File: src/hw/rtl/ftss_pkg.sv
// ----------------------------------------------------------------------------
// Fixed-timestep step scheduler package
// Widths, payload structs, configuration indexes and the sequencer's
// microcode table shared by the scheduler RTL.
// ----------------------------------------------------------------------------
package ftss_pkg;

  // Field widths.
  localparam int unsigned FRAME_W    = 32;
  localparam int unsigned SCALE_W    = 24;
  localparam int unsigned SIM_W      = 40;
  localparam int unsigned STEPS_W    = 7;
  localparam int unsigned FDT_W      = 16;
  localparam int unsigned FRAC_W     = 16;
  localparam int unsigned TICK_ACC_W = 40;
  localparam int unsigned TIME_ACC_W = 48;
  localparam int unsigned PROD_W     = FRAME_W + SCALE_W;

  // Lock-step tick cap and the width that holds a tick count up to it.
  localparam int unsigned MAX_LOCK_TICKS = 32;
  localparam int unsigned TICK_W         = $clog2(MAX_LOCK_TICKS + 1);

  // Hard cap on steps drained per frame in free-running mode.
  localparam int unsigned STEP_CAP = 64;

  // Configuration port.
  localparam int unsigned CFG_IDX_W  = 2;
  localparam int unsigned CFG_DATA_W = 16;
  localparam logic [CFG_IDX_W-1:0] CFG_FIXED_DT  = CFG_IDX_W'(0);
  localparam logic [CFG_IDX_W-1:0] CFG_MAX_STEPS = CFG_IDX_W'(1);

  localparam logic [FDT_W-1:0]   FIXED_DT_RESET  = FDT_W'(546);
  localparam logic [STEPS_W-1:0] MAX_STEPS_RESET = STEPS_W'(8);

  // Input transaction.
  typedef struct packed {
    logic [FRAME_W-1:0]        frame_seconds;
    logic signed [SCALE_W-1:0] speed_scale;
    logic                      scene_mode;
    logic                      scene_physics_on;
    logic                      fly_mode;
    logic                      nudge_mode;
    logic                      step_request;
    logic                      lock_step;
    logic                      models_present;
  } ftss_in_t;

  // Result transaction.
  typedef struct packed {
    logic                      update_logic;
    logic [FRAME_W-1:0]        camera_dt;
    logic signed [SIM_W-1:0]   sim_dt;
    logic [STEPS_W-1:0]        steps_run;
  } ftss_out_t;

  // Sequencer program counter.
  localparam int unsigned PC_W = 4;

  // Datapath operations, one per control word.
  typedef enum logic [3:0] {
    OP_NOP,
    OP_LOAD,
    OP_MUL,
    OP_FSIM,
    OP_FACC,
    OP_DRAIN,
    OP_FCAP,
    OP_LADD,
    OP_LTAKE,
    OP_LSIM,
    OP_EMIT
  } ftss_op_e;

  // Jump conditions; a true condition loads the target, else pc + 1.
  typedef enum logic [2:0] {
    C_NEVER,
    C_ALWAYS,
    C_NO_ITEM,
    C_BLOCKED,
    C_LOCK,
    C_NO_STEP,
    C_CAN_DRAIN,
    C_OUT_BUSY
  } ftss_cond_e;

  typedef struct packed {
    ftss_op_e         op;
    ftss_cond_e       cond;
    logic [PC_W-1:0]  target;
  } ftss_uword_t;

  // Program addresses.
  localparam logic [PC_W-1:0] A_WAIT   = PC_W'(0);
  localparam logic [PC_W-1:0] A_CHECK  = PC_W'(1);
  localparam logic [PC_W-1:0] A_MODE   = PC_W'(2);
  localparam logic [PC_W-1:0] A_FMUL   = PC_W'(3);
  localparam logic [PC_W-1:0] A_FSIM   = PC_W'(4);
  localparam logic [PC_W-1:0] A_FACC   = PC_W'(5);
  localparam logic [PC_W-1:0] A_DRAIN  = PC_W'(6);
  localparam logic [PC_W-1:0] A_FCAP   = PC_W'(7);
  localparam logic [PC_W-1:0] A_LADD   = PC_W'(8);
  localparam logic [PC_W-1:0] A_LTAKE  = PC_W'(9);
  localparam logic [PC_W-1:0] A_LSIM   = PC_W'(10);
  localparam logic [PC_W-1:0] A_EMIT   = PC_W'(11);
  localparam logic [PC_W-1:0] A_DONE   = PC_W'(12);

  // Microcode table.
  function automatic ftss_uword_t ftss_ucode(input logic [PC_W-1:0] addr);
    ftss_uword_t w;
    unique case (addr)
      A_WAIT:  w = '{op: OP_LOAD,  cond: C_NO_ITEM,   target: A_WAIT};
      A_CHECK: w = '{op: OP_NOP,   cond: C_BLOCKED,   target: A_EMIT};
      A_MODE:  w = '{op: OP_NOP,   cond: C_LOCK,      target: A_LADD};
      A_FMUL:  w = '{op: OP_MUL,   cond: C_NEVER,     target: A_WAIT};
      A_FSIM:  w = '{op: OP_FSIM,  cond: C_NO_STEP,   target: A_EMIT};
      A_FACC:  w = '{op: OP_FACC,  cond: C_NEVER,     target: A_WAIT};
      A_DRAIN: w = '{op: OP_DRAIN, cond: C_CAN_DRAIN, target: A_DRAIN};
      A_FCAP:  w = '{op: OP_FCAP,  cond: C_ALWAYS,    target: A_EMIT};
      A_LADD:  w = '{op: OP_LADD,  cond: C_NEVER,     target: A_WAIT};
      A_LTAKE: w = '{op: OP_LTAKE, cond: C_NEVER,     target: A_WAIT};
      A_LSIM:  w = '{op: OP_LSIM,  cond: C_NEVER,     target: A_WAIT};
      A_EMIT:  w = '{op: OP_EMIT,  cond: C_OUT_BUSY,  target: A_EMIT};
      A_DONE:  w = '{op: OP_NOP,   cond: C_ALWAYS,    target: A_WAIT};
      default: w = '{op: OP_NOP,   cond: C_ALWAYS,    target: A_WAIT};
    endcase
    return w;
  endfunction

endpackage

File: src/hw/rtl/fixed_timestep_step_scheduler.sv
// ----------------------------------------------------------------------------
// Fixed-timestep step scheduler
// Turns one frame transaction into the frame's camera and simulated time
// deltas and the number of fixed physics steps to run.
// ----------------------------------------------------------------------------
// Usage:
//   The input channel (in_valid_i / in_stall_o / in_data_i) takes one frame
//   transaction, the output channel (out_valid_o / out_stall_i / out_data_o)
//   returns exactly one result per frame. The configuration channel
//   (cfg_valid_i / cfg_ready_o) writes fixed_dt (index 0) and max_steps
//   (index 1); it is always ready and should be used only while idle.
//   A microcoded sequencer runs a short program per frame, one control word
//   per cycle, on a single shared datapath, so one frame is in flight at a
//   time. A blocked scene frame goes from its load and check steps straight
//   to emit; a lock-step frame runs the tick add, tick take and lock sim
//   steps; a free-running frame multiplies and takes its sim time, and if
//   it steps, accumulates, drains while it can (subtracting fixed_dt once
//   per cycle) and applies the cap. The result is registered in the emit
//   step, and the done step follows it before the input side is ready again.
//   The result sits in an output register, so a stalled receiver does not
//   hold the input side: the next frame is accepted and computed, and the
//   sequencer waits in its emit step only if the previous result is still
//   unread. Reset clears both accumulators, loads the default configuration
//   and empties the output register.
// ----------------------------------------------------------------------------
module fixed_timestep_step_scheduler (
  input  logic                      clk_i,
  input  logic                      rst_ni,
  input  logic                      in_valid_i,
  output logic                      in_stall_o,
  input  ftss_pkg::ftss_in_t        in_data_i,
  output logic                      out_valid_o,
  input  logic                      out_stall_i,
  output ftss_pkg::ftss_out_t       out_data_o,
  input  logic                      cfg_valid_i,
  output logic                      cfg_ready_o,
  input  logic [ftss_pkg::CFG_IDX_W-1:0]  cfg_index_i,
  input  logic [ftss_pkg::CFG_DATA_W-1:0] cfg_data_i
);
  import ftss_pkg::*;

  // Control state.
  logic [PC_W-1:0]           pc_q, pc_d;
  logic                      out_valid_q, out_valid_d;

  // Configuration and persistent state.
  logic [FDT_W-1:0]          fixed_dt_q, fixed_dt_d;
  logic [STEPS_W-1:0]        max_steps_q, max_steps_d;
  logic [TICK_ACC_W-1:0]     tick_accum_q, tick_accum_d;
  logic signed [TIME_ACC_W-1:0] time_accum_q, time_accum_d;

  // Per-frame working registers.
  ftss_in_t                  in_q, in_d;
  logic                      upd_q, upd_d;
  logic signed [PROD_W-1:0]  prod_q, prod_d;
  logic signed [SIM_W-1:0]   sim_q, sim_d;
  logic [STEPS_W-1:0]        steps_q, steps_d;
  logic [TICK_W-1:0]         ticks_q, ticks_d;
  ftss_out_t                 out_q, out_d;

  // Datapath helpers.
  ftss_uword_t               uw;
  logic                      in_accept;
  logic                      out_busy;
  logic                      may_go;
  logic                      cond_true;
  logic                      can_drain;
  logic [STEPS_W-1:0]        cap;
  logic signed [PROD_W:0]    prod_full;
  logic signed [TIME_ACC_W:0] time_sum;
  logic signed [TIME_ACC_W-1:0] fdt_ext;
  logic [TICK_ACC_W:0]       tick_sum;
  logic [TICK_ACC_W-FRAC_W-1:0] tick_int;
  logic [TICK_W-1:0]         ticks_now;
  logic [FDT_W+TICK_W-1:0]   lock_prod;

  assign uw          = ftss_ucode(pc_q);
  assign in_stall_o  = (pc_q != A_WAIT);
  assign in_accept   = in_valid_i && !in_stall_o;
  assign out_busy    = out_valid_q && out_stall_i;
  assign out_valid_o = out_valid_q;
  assign out_data_o  = out_q;
  assign cfg_ready_o = 1'b1;

  // Stepping is allowed and there is something to step.
  assign may_go = (!in_q.fly_mode || in_q.nudge_mode || in_q.step_request)
                  && in_q.models_present;

  // Free-mode drain limit.
  assign cap = (max_steps_q > STEPS_W'(STEP_CAP)) ? STEPS_W'(STEP_CAP) : max_steps_q;

  // Scaled frame time; the product of an unsigned 32-bit and a signed
  // 24-bit value always fits 56 signed bits.
  assign prod_full = $signed({1'b0, in_q.frame_seconds}) * $signed(in_q.speed_scale);

  // Saturating accumulate of the scaled frame time.
  assign time_sum = {time_accum_q[TIME_ACC_W-1], time_accum_q}
                  + {{(TIME_ACC_W-SIM_W+1){sim_q[SIM_W-1]}}, sim_q};

  assign fdt_ext   = $signed({{(TIME_ACC_W-FDT_W){1'b0}}, fixed_dt_q});
  assign can_drain = (time_accum_q >= fdt_ext) && (steps_q < cap);

  // Lock-step tick accumulate and take.
  assign tick_sum  = {1'b0, tick_accum_q}
                   + {{(TICK_ACC_W-SCALE_W+2){1'b0}}, in_q.speed_scale[SCALE_W-2:0]};
  assign tick_int  = tick_accum_q[TICK_ACC_W-1:FRAC_W];
  assign ticks_now = (tick_int > (TICK_ACC_W-FRAC_W)'(MAX_LOCK_TICKS))
                   ? TICK_W'(MAX_LOCK_TICKS) : tick_int[TICK_W-1:0];
  assign lock_prod = fixed_dt_q * ticks_q;

  // Jump condition of the current control word.
  always_comb begin
    unique case (uw.cond)
      C_NEVER:     cond_true = 1'b0;
      C_ALWAYS:    cond_true = 1'b1;
      C_NO_ITEM:   cond_true = !in_valid_i;
      C_BLOCKED:   cond_true = !upd_q;
      C_LOCK:      cond_true = in_q.lock_step;
      C_NO_STEP:   cond_true = !may_go;
      C_CAN_DRAIN: cond_true = can_drain;
      C_OUT_BUSY:  cond_true = out_busy;
      default:     cond_true = 1'b0;
    endcase
  end

  // Sequencer and datapath next state.
  always_comb begin
    pc_d         = cond_true ? uw.target : pc_q + PC_W'(1);
    out_valid_d  = out_valid_q && out_stall_i;
    fixed_dt_d   = fixed_dt_q;
    max_steps_d  = max_steps_q;
    tick_accum_d = tick_accum_q;
    time_accum_d = time_accum_q;
    in_d         = in_q;
    upd_d        = upd_q;
    prod_d       = prod_q;
    sim_d        = sim_q;
    steps_d      = steps_q;
    ticks_d      = ticks_q;
    out_d        = out_q;

    // Configuration writes; unknown indexes are ignored.
    if (cfg_valid_i) begin
      if (cfg_index_i == CFG_FIXED_DT) begin
        fixed_dt_d = cfg_data_i[FDT_W-1:0];
      end else if (cfg_index_i == CFG_MAX_STEPS) begin
        max_steps_d = cfg_data_i[STEPS_W-1:0];
      end
    end

    unique case (uw.op)
      OP_NOP: begin
      end
      OP_LOAD: begin
        if (in_accept) begin
          in_d    = in_data_i;
          upd_d   = !(in_data_i.scene_mode && !in_data_i.scene_physics_on);
          sim_d   = '0;
          steps_d = '0;
        end
      end
      OP_MUL: begin
        prod_d = prod_full[PROD_W-1:0];
      end
      OP_FSIM: begin
        // Arithmetic shift right rounds toward minus infinity.
        sim_d = prod_q[FRAC_W +: SIM_W];
      end
      OP_FACC: begin
        if (time_sum[TIME_ACC_W] != time_sum[TIME_ACC_W-1]) begin
          time_accum_d = time_sum[TIME_ACC_W]
                       ? {1'b1, {(TIME_ACC_W-1){1'b0}}}
                       : {1'b0, {(TIME_ACC_W-1){1'b1}}};
        end else begin
          time_accum_d = time_sum[TIME_ACC_W-1:0];
        end
      end
      OP_DRAIN: begin
        if (can_drain) begin
          time_accum_d = time_accum_q - fdt_ext;
          steps_d      = steps_q + STEPS_W'(1);
        end
      end
      OP_FCAP: begin
        if (steps_q == cap) begin
          time_accum_d = '0;
        end
      end
      OP_LADD: begin
        // Only a positive time scale feeds the tick accumulator.
        if (!in_q.speed_scale[SCALE_W-1] && (in_q.speed_scale != '0)) begin
          tick_accum_d = tick_sum[TICK_ACC_W] ? {TICK_ACC_W{1'b1}}
                                              : tick_sum[TICK_ACC_W-1:0];
        end
      end
      OP_LTAKE: begin
        ticks_d      = ticks_now;
        tick_accum_d = tick_accum_q
                     - {{(TICK_ACC_W-FRAC_W-TICK_W){1'b0}}, ticks_now, {FRAC_W{1'b0}}};
        steps_d      = may_go ? STEPS_W'(ticks_now) : '0;
      end
      OP_LSIM: begin
        sim_d = $signed({{(SIM_W-FDT_W-TICK_W){1'b0}}, lock_prod});
      end
      OP_EMIT: begin
        if (!out_busy) begin
          out_valid_d        = 1'b1;
          out_d.update_logic = upd_q;
          out_d.camera_dt    = upd_q ? in_q.frame_seconds : '0;
          out_d.sim_dt       = sim_q;
          out_d.steps_run    = steps_q;
        end
      end
      default: begin
      end
    endcase
  end

  // Control, configuration and accumulator registers.
  always_ff @(posedge clk_i or negedge rst_ni) begin
    if (!rst_ni) begin
      pc_q         <= A_WAIT;
      out_valid_q  <= 1'b0;
      fixed_dt_q   <= FIXED_DT_RESET;
      max_steps_q  <= MAX_STEPS_RESET;
      tick_accum_q <= '0;
      time_accum_q <= '0;
    end else begin
      pc_q         <= pc_d;
      out_valid_q  <= out_valid_d;
      fixed_dt_q   <= fixed_dt_d;
      max_steps_q  <= max_steps_d;
      tick_accum_q <= tick_accum_d;
      time_accum_q <= time_accum_d;
    end
  end

  // Per-frame payload registers.
  always_ff @(posedge clk_i) begin
    in_q    <= in_d;
    upd_q   <= upd_d;
    prod_q  <= prod_d;
    sim_q   <= sim_d;
    steps_q <= steps_d;
    ticks_q <= ticks_d;
    out_q   <= out_d;
  end

endmodule

File: config.mk
export PLATFORM = sky130hd
export DESIGN_NAME = fixed_timestep_step_scheduler
export DESIGN_NICKNAME = d
export VERILOG_FILES = /design/src/hw/rtl/ftss_pkg.sv /design/src/hw/rtl/fixed_timestep_step_scheduler.sv
export SDC_FILE = /design/constraint.sdc
export NUM_CORES = 2
export LEC_CHECK = 0
export ABC_AREA = 0
export BUFFER_PORTS_ARGS = -buffer_cell sky130_fd_sc_hd__buf_4
export CAP_MARGIN = 20
export CORE_ASPECT_RATIO = 0.9
export CORE_MARGIN = 4
export CORE_UTILIZATION = 55
export CTS_CLUSTER_DIAMETER = 40
export DETAILED_ROUTE_END_ITERATION = 10
export PLACE_DENSITY = 0.72
export REMOVE_ABC_BUFFERS = 1
export SYNTH_ARGS = -nofsm -noshare
export SYNTH_HDL_FRONTEND = slang
export SYNTH_SLANG_ARGS = --single-unit
File: constraint.sdc
create_clock -name clk_i -period 8.7 [get_ports clk_i]
set_input_delay 0.435 -clock clk_i [delete_from_list [all_inputs] [get_ports clk_i]]
set_output_delay 0.435 -clock clk_i [all_outputs]
set_load 0.01 [all_outputs]
==> impl_metrics.json <==
{
  "grtUsageMet3_pct": 6.14,
  "wire_per_inst_um": 20.3,
  "yosys.cell_types.count": 89,
  "route.vias.total": 35435,
  "min_delay_worst_endpoint": "out_valid_o",
  "cts_max_path_buffers": 3,
  "critical_path.most_common_cell": "fa_1",
  "insertion_delay_ns": 0.65,
  "initial_core_util_pct": 55.7,
  "yosys.cell_count.top_type": "inv_1",
  "initial_antenna_violation_count": 0,
  "ctsResizeCount": 0,
  "vias_per_cell": 5.70,
  "dr.first_iter.drc_count": 3138,
  "tritoncts.num_buffers": 59,
  "r2r_end": "prod_q[42]",
  "clock_sinks": 351,
  "yosysWarnings": 0,
  "fill_cells": 6967,
  "slew_violations": 0,
  "finish.utilization_pct": 62.0,
  "tightest_slew_ns": 1.20,
  "gp_congestion": 0.928,
  "cts_tree": "yes",
  "fp.dieW_um": 314,
  "drt_wl_total_um": 126000,
  "synth_ff_type": "edfxtp_1",
  "skew_ns": 0.0348,
  "total_die_area_um2": 89000,
  "critPathBufInv": 2,
  "multi_input_gate_area_in_the_final_layout_um2": 32500,
  "synth_area_leader_cell": "fa_1",
  "num_antenna_cells": 0,
  "first_global_vias": 36661,
  "clock.fmax_mhz": 129,
  "layout.area.seq_um2": 9960,
  "met1_usage_pct": 41.6,
  "track_usage_pct": 28.8,
  "leading_post_synthesis_cells_by_instance_count": "826 x inv_1, 717 x fa_1, 654 x nand2_1",
  "area_growth_syn_to_layout_pct": 11.3,
  "netlist_area_um2": 46400,
  "synth_cells": 4884,
  "number_of_cells_on_the_worst_reg_to_reg_path": 21,
  "max_stage_delay_ns": 1.07,
  "drc": 0,
  "type_of_the_worst_min_delay_path": "in -> reg",
  "edff_count_synth": 235,
  "cts_max_level": 2,
  "crit_family": "adder cells",
  "finalSetupViolations": 0,
  "drt_pass1_iterations": 5,
  "critical_path_class": "reg -> reg",
  "postLayoutSetupSlackWorst_ns": 0.946,
  "synth-seq-cells": 351,
  "finalHoldWorstSlack_ns": 0.0310,
  "cts_post_setup_buffers_inserted": 0,
  "global_route.usage.met2_pct": 44.3,
  "global_route.peak_usage_layer": "met2",
  "slew_headroom_pct": 20.0,
  "clkSlewWorstSetupHoldPaths_ns": 0.06,
  "tns_ns": 0,
  "timing.final.crit_period_ns": 7.75,
  "synthesis.area_per_instance_um2": 9.49,
  "layout-drive-gt1-share_pct": 8.01,
  "yosys-top-cells-area": "fa_1 31%, edfxtp_1 15%, ha_1 9.2%",
  "hpwl_um": 95500,
  "status": "completed",
  "chipHeight_um": 283,
  "final-hold-violation-count": 0,
  "max-cap-violations": 0,
  "hp-start": "out_stall_i",
  "grt-ovfl-total": 0,
  "data_required_time_of_the_worst_path_ns": 9.09,
  "slowest_stage": "edfxtp_1",
  "cts_hold_repair.buffers": 70,
  "grt_first_pass_wirelength_um": 203000,
  "holdPathStages": 3,
  "post_synthesis_sequential_area_ratio_pct": 21.5,
  "timing.critical_path.cells": "and2_1 -> fa_1 -> fa_1 -> inv_1 -> fa_1 -> fa_1 -> inv_1 -> fa_1 -> fa_1 -> fa_1 -> ha_1 -> a21o_1 -> a21o_1 -> a211oi_1 -> o211ai_1 -> o211ai_1 -> a31oi_1 -> a31oi_1 -> o21bai_1 -> a21o_1 -> xor2_1",
  "grt_start_max_net_pins": 60,
  "worst_setup_slack_for_register_to_register_paths_ns": 0.95,
  "synthArstFlopShare_pct": 33.0,
  "worst_r2r_startpoint": "in_q[41]",
  "coreArea_um2": 83200,
  "endpoint_kind": "flop",
  "place_ws_ns": 0.911,
  "placementRows": 100,
  "clock-root-buffer": "clkbuf_16",
  "min_period_over_period_pct": 89.1,
  "io_pins": 169,
  "critical_path_peak_fanout": 25,
  "finalNetCount": 6184,
  "buffer_ports.inserted": 167,
  "final_antenna_net_count": 0,
  "synth_largest_type_area_fraction_pct": 31.0,
  "arrival_worst_endpoint_ns": 8.14,
  "critPathLaunchType": "flop",
  "unrepaired_setup_endpoints_after_global_routing": "false"
}
per-layer routing:
metal	up-vias	share of wire (%)
met5	-	0
met4	0	2.8
met3	237	9.6
met2	1626	45
met1	17564	43
li1	16008	-
tightest hold or removal path, delay by kind of cell:
kind | cells | cell delay [ns]
buf+inv | 1 | 0.11
simple gates | 2 | 0.10
metrics by stage:
step	cell area [um^2]	cells
CTS	51600	6212
finish	51600	6213
floorplan	45500	4661
global placement	48800	6030
detailed placement	48800	6030
global route	51600	6213
flip-flops by register name, summed over array words and instances (netlist names):
signal and count:
out_data_o 80, upd_q 1, fixed_dt_q 16, time_accum_q 48
sim_q 40, prod_q 40, tick_accum_q 40, out_valid_o 1
ticks_q 6, steps_q 7, pc_q 4, in_q 61
max_steps_q 7
placed cells by master (no fill, tap or decap), drive strengths merged, types with 26 or more instances in the layout:
cell,n
nand3,49
clkbuf,66
o21ai,161
o211ai,31
nand2b,41
nor3,50
xor2,63
nor4,26
xnor2,80
dfrtp,112
inv,849
fa,717
o21a,26
a21oi,188
nor2b,39
and3,26
a31oi,32
nand2,655
a21o,92
ha,341
and2,447
dlygate4sd3,70
buf,248
nand4,28
edfxtp,235
nor2,126
worst max-delay path by stage:
stage          startpoint          to  slack (ns)  depth (start not counted)
3_3_place_gp      in_q[7]  prod_q[42]        1.06                         21
5_1_grt          in_q[41]  prod_q[42]        0.61                         21
4_1_cts           in_q[7]  prod_q[42]        0.93                         21
2_1_floorplan     pc_q[0]     in_q[0]        1.21                          4
3_5_place_dp      in_q[7]  prod_q[42]        0.91                         21
6_report         in_q[41]  prod_q[42]        0.95                         21
kinds of logic after synthesis:
family          after synthesis  synth area share (%)
simple gates               1552                  16.7
other cells                   1               0.00809
xor+xnor                    143                  2.70
flops                       351                  21.5
mux                          14                 0.327
compound gates              713                  9.99
buf+inv                    1052                  8.64
fa+ha+maj                  1058                  40.2
layout make-up:
| class | count | area share (%) |
|---|---|---|
| Clock buffer | 66 | 2.97 |
| Sequential cell | 351 | 19.3 |
| Timing Repair Buffer | 318 | 5.03 |
| Multi-Input combinational cell | 3482 | 62.9 |
| Clock inverter | 46 | 1.00 |
| Tap cell | 1122 | 2.72 |
| Inverter | 828 | 6.02 |
Power is left out: the tool's default activity adds up to more than one toggle a clock period on the data nets, which glitch-free logic cannot reach.
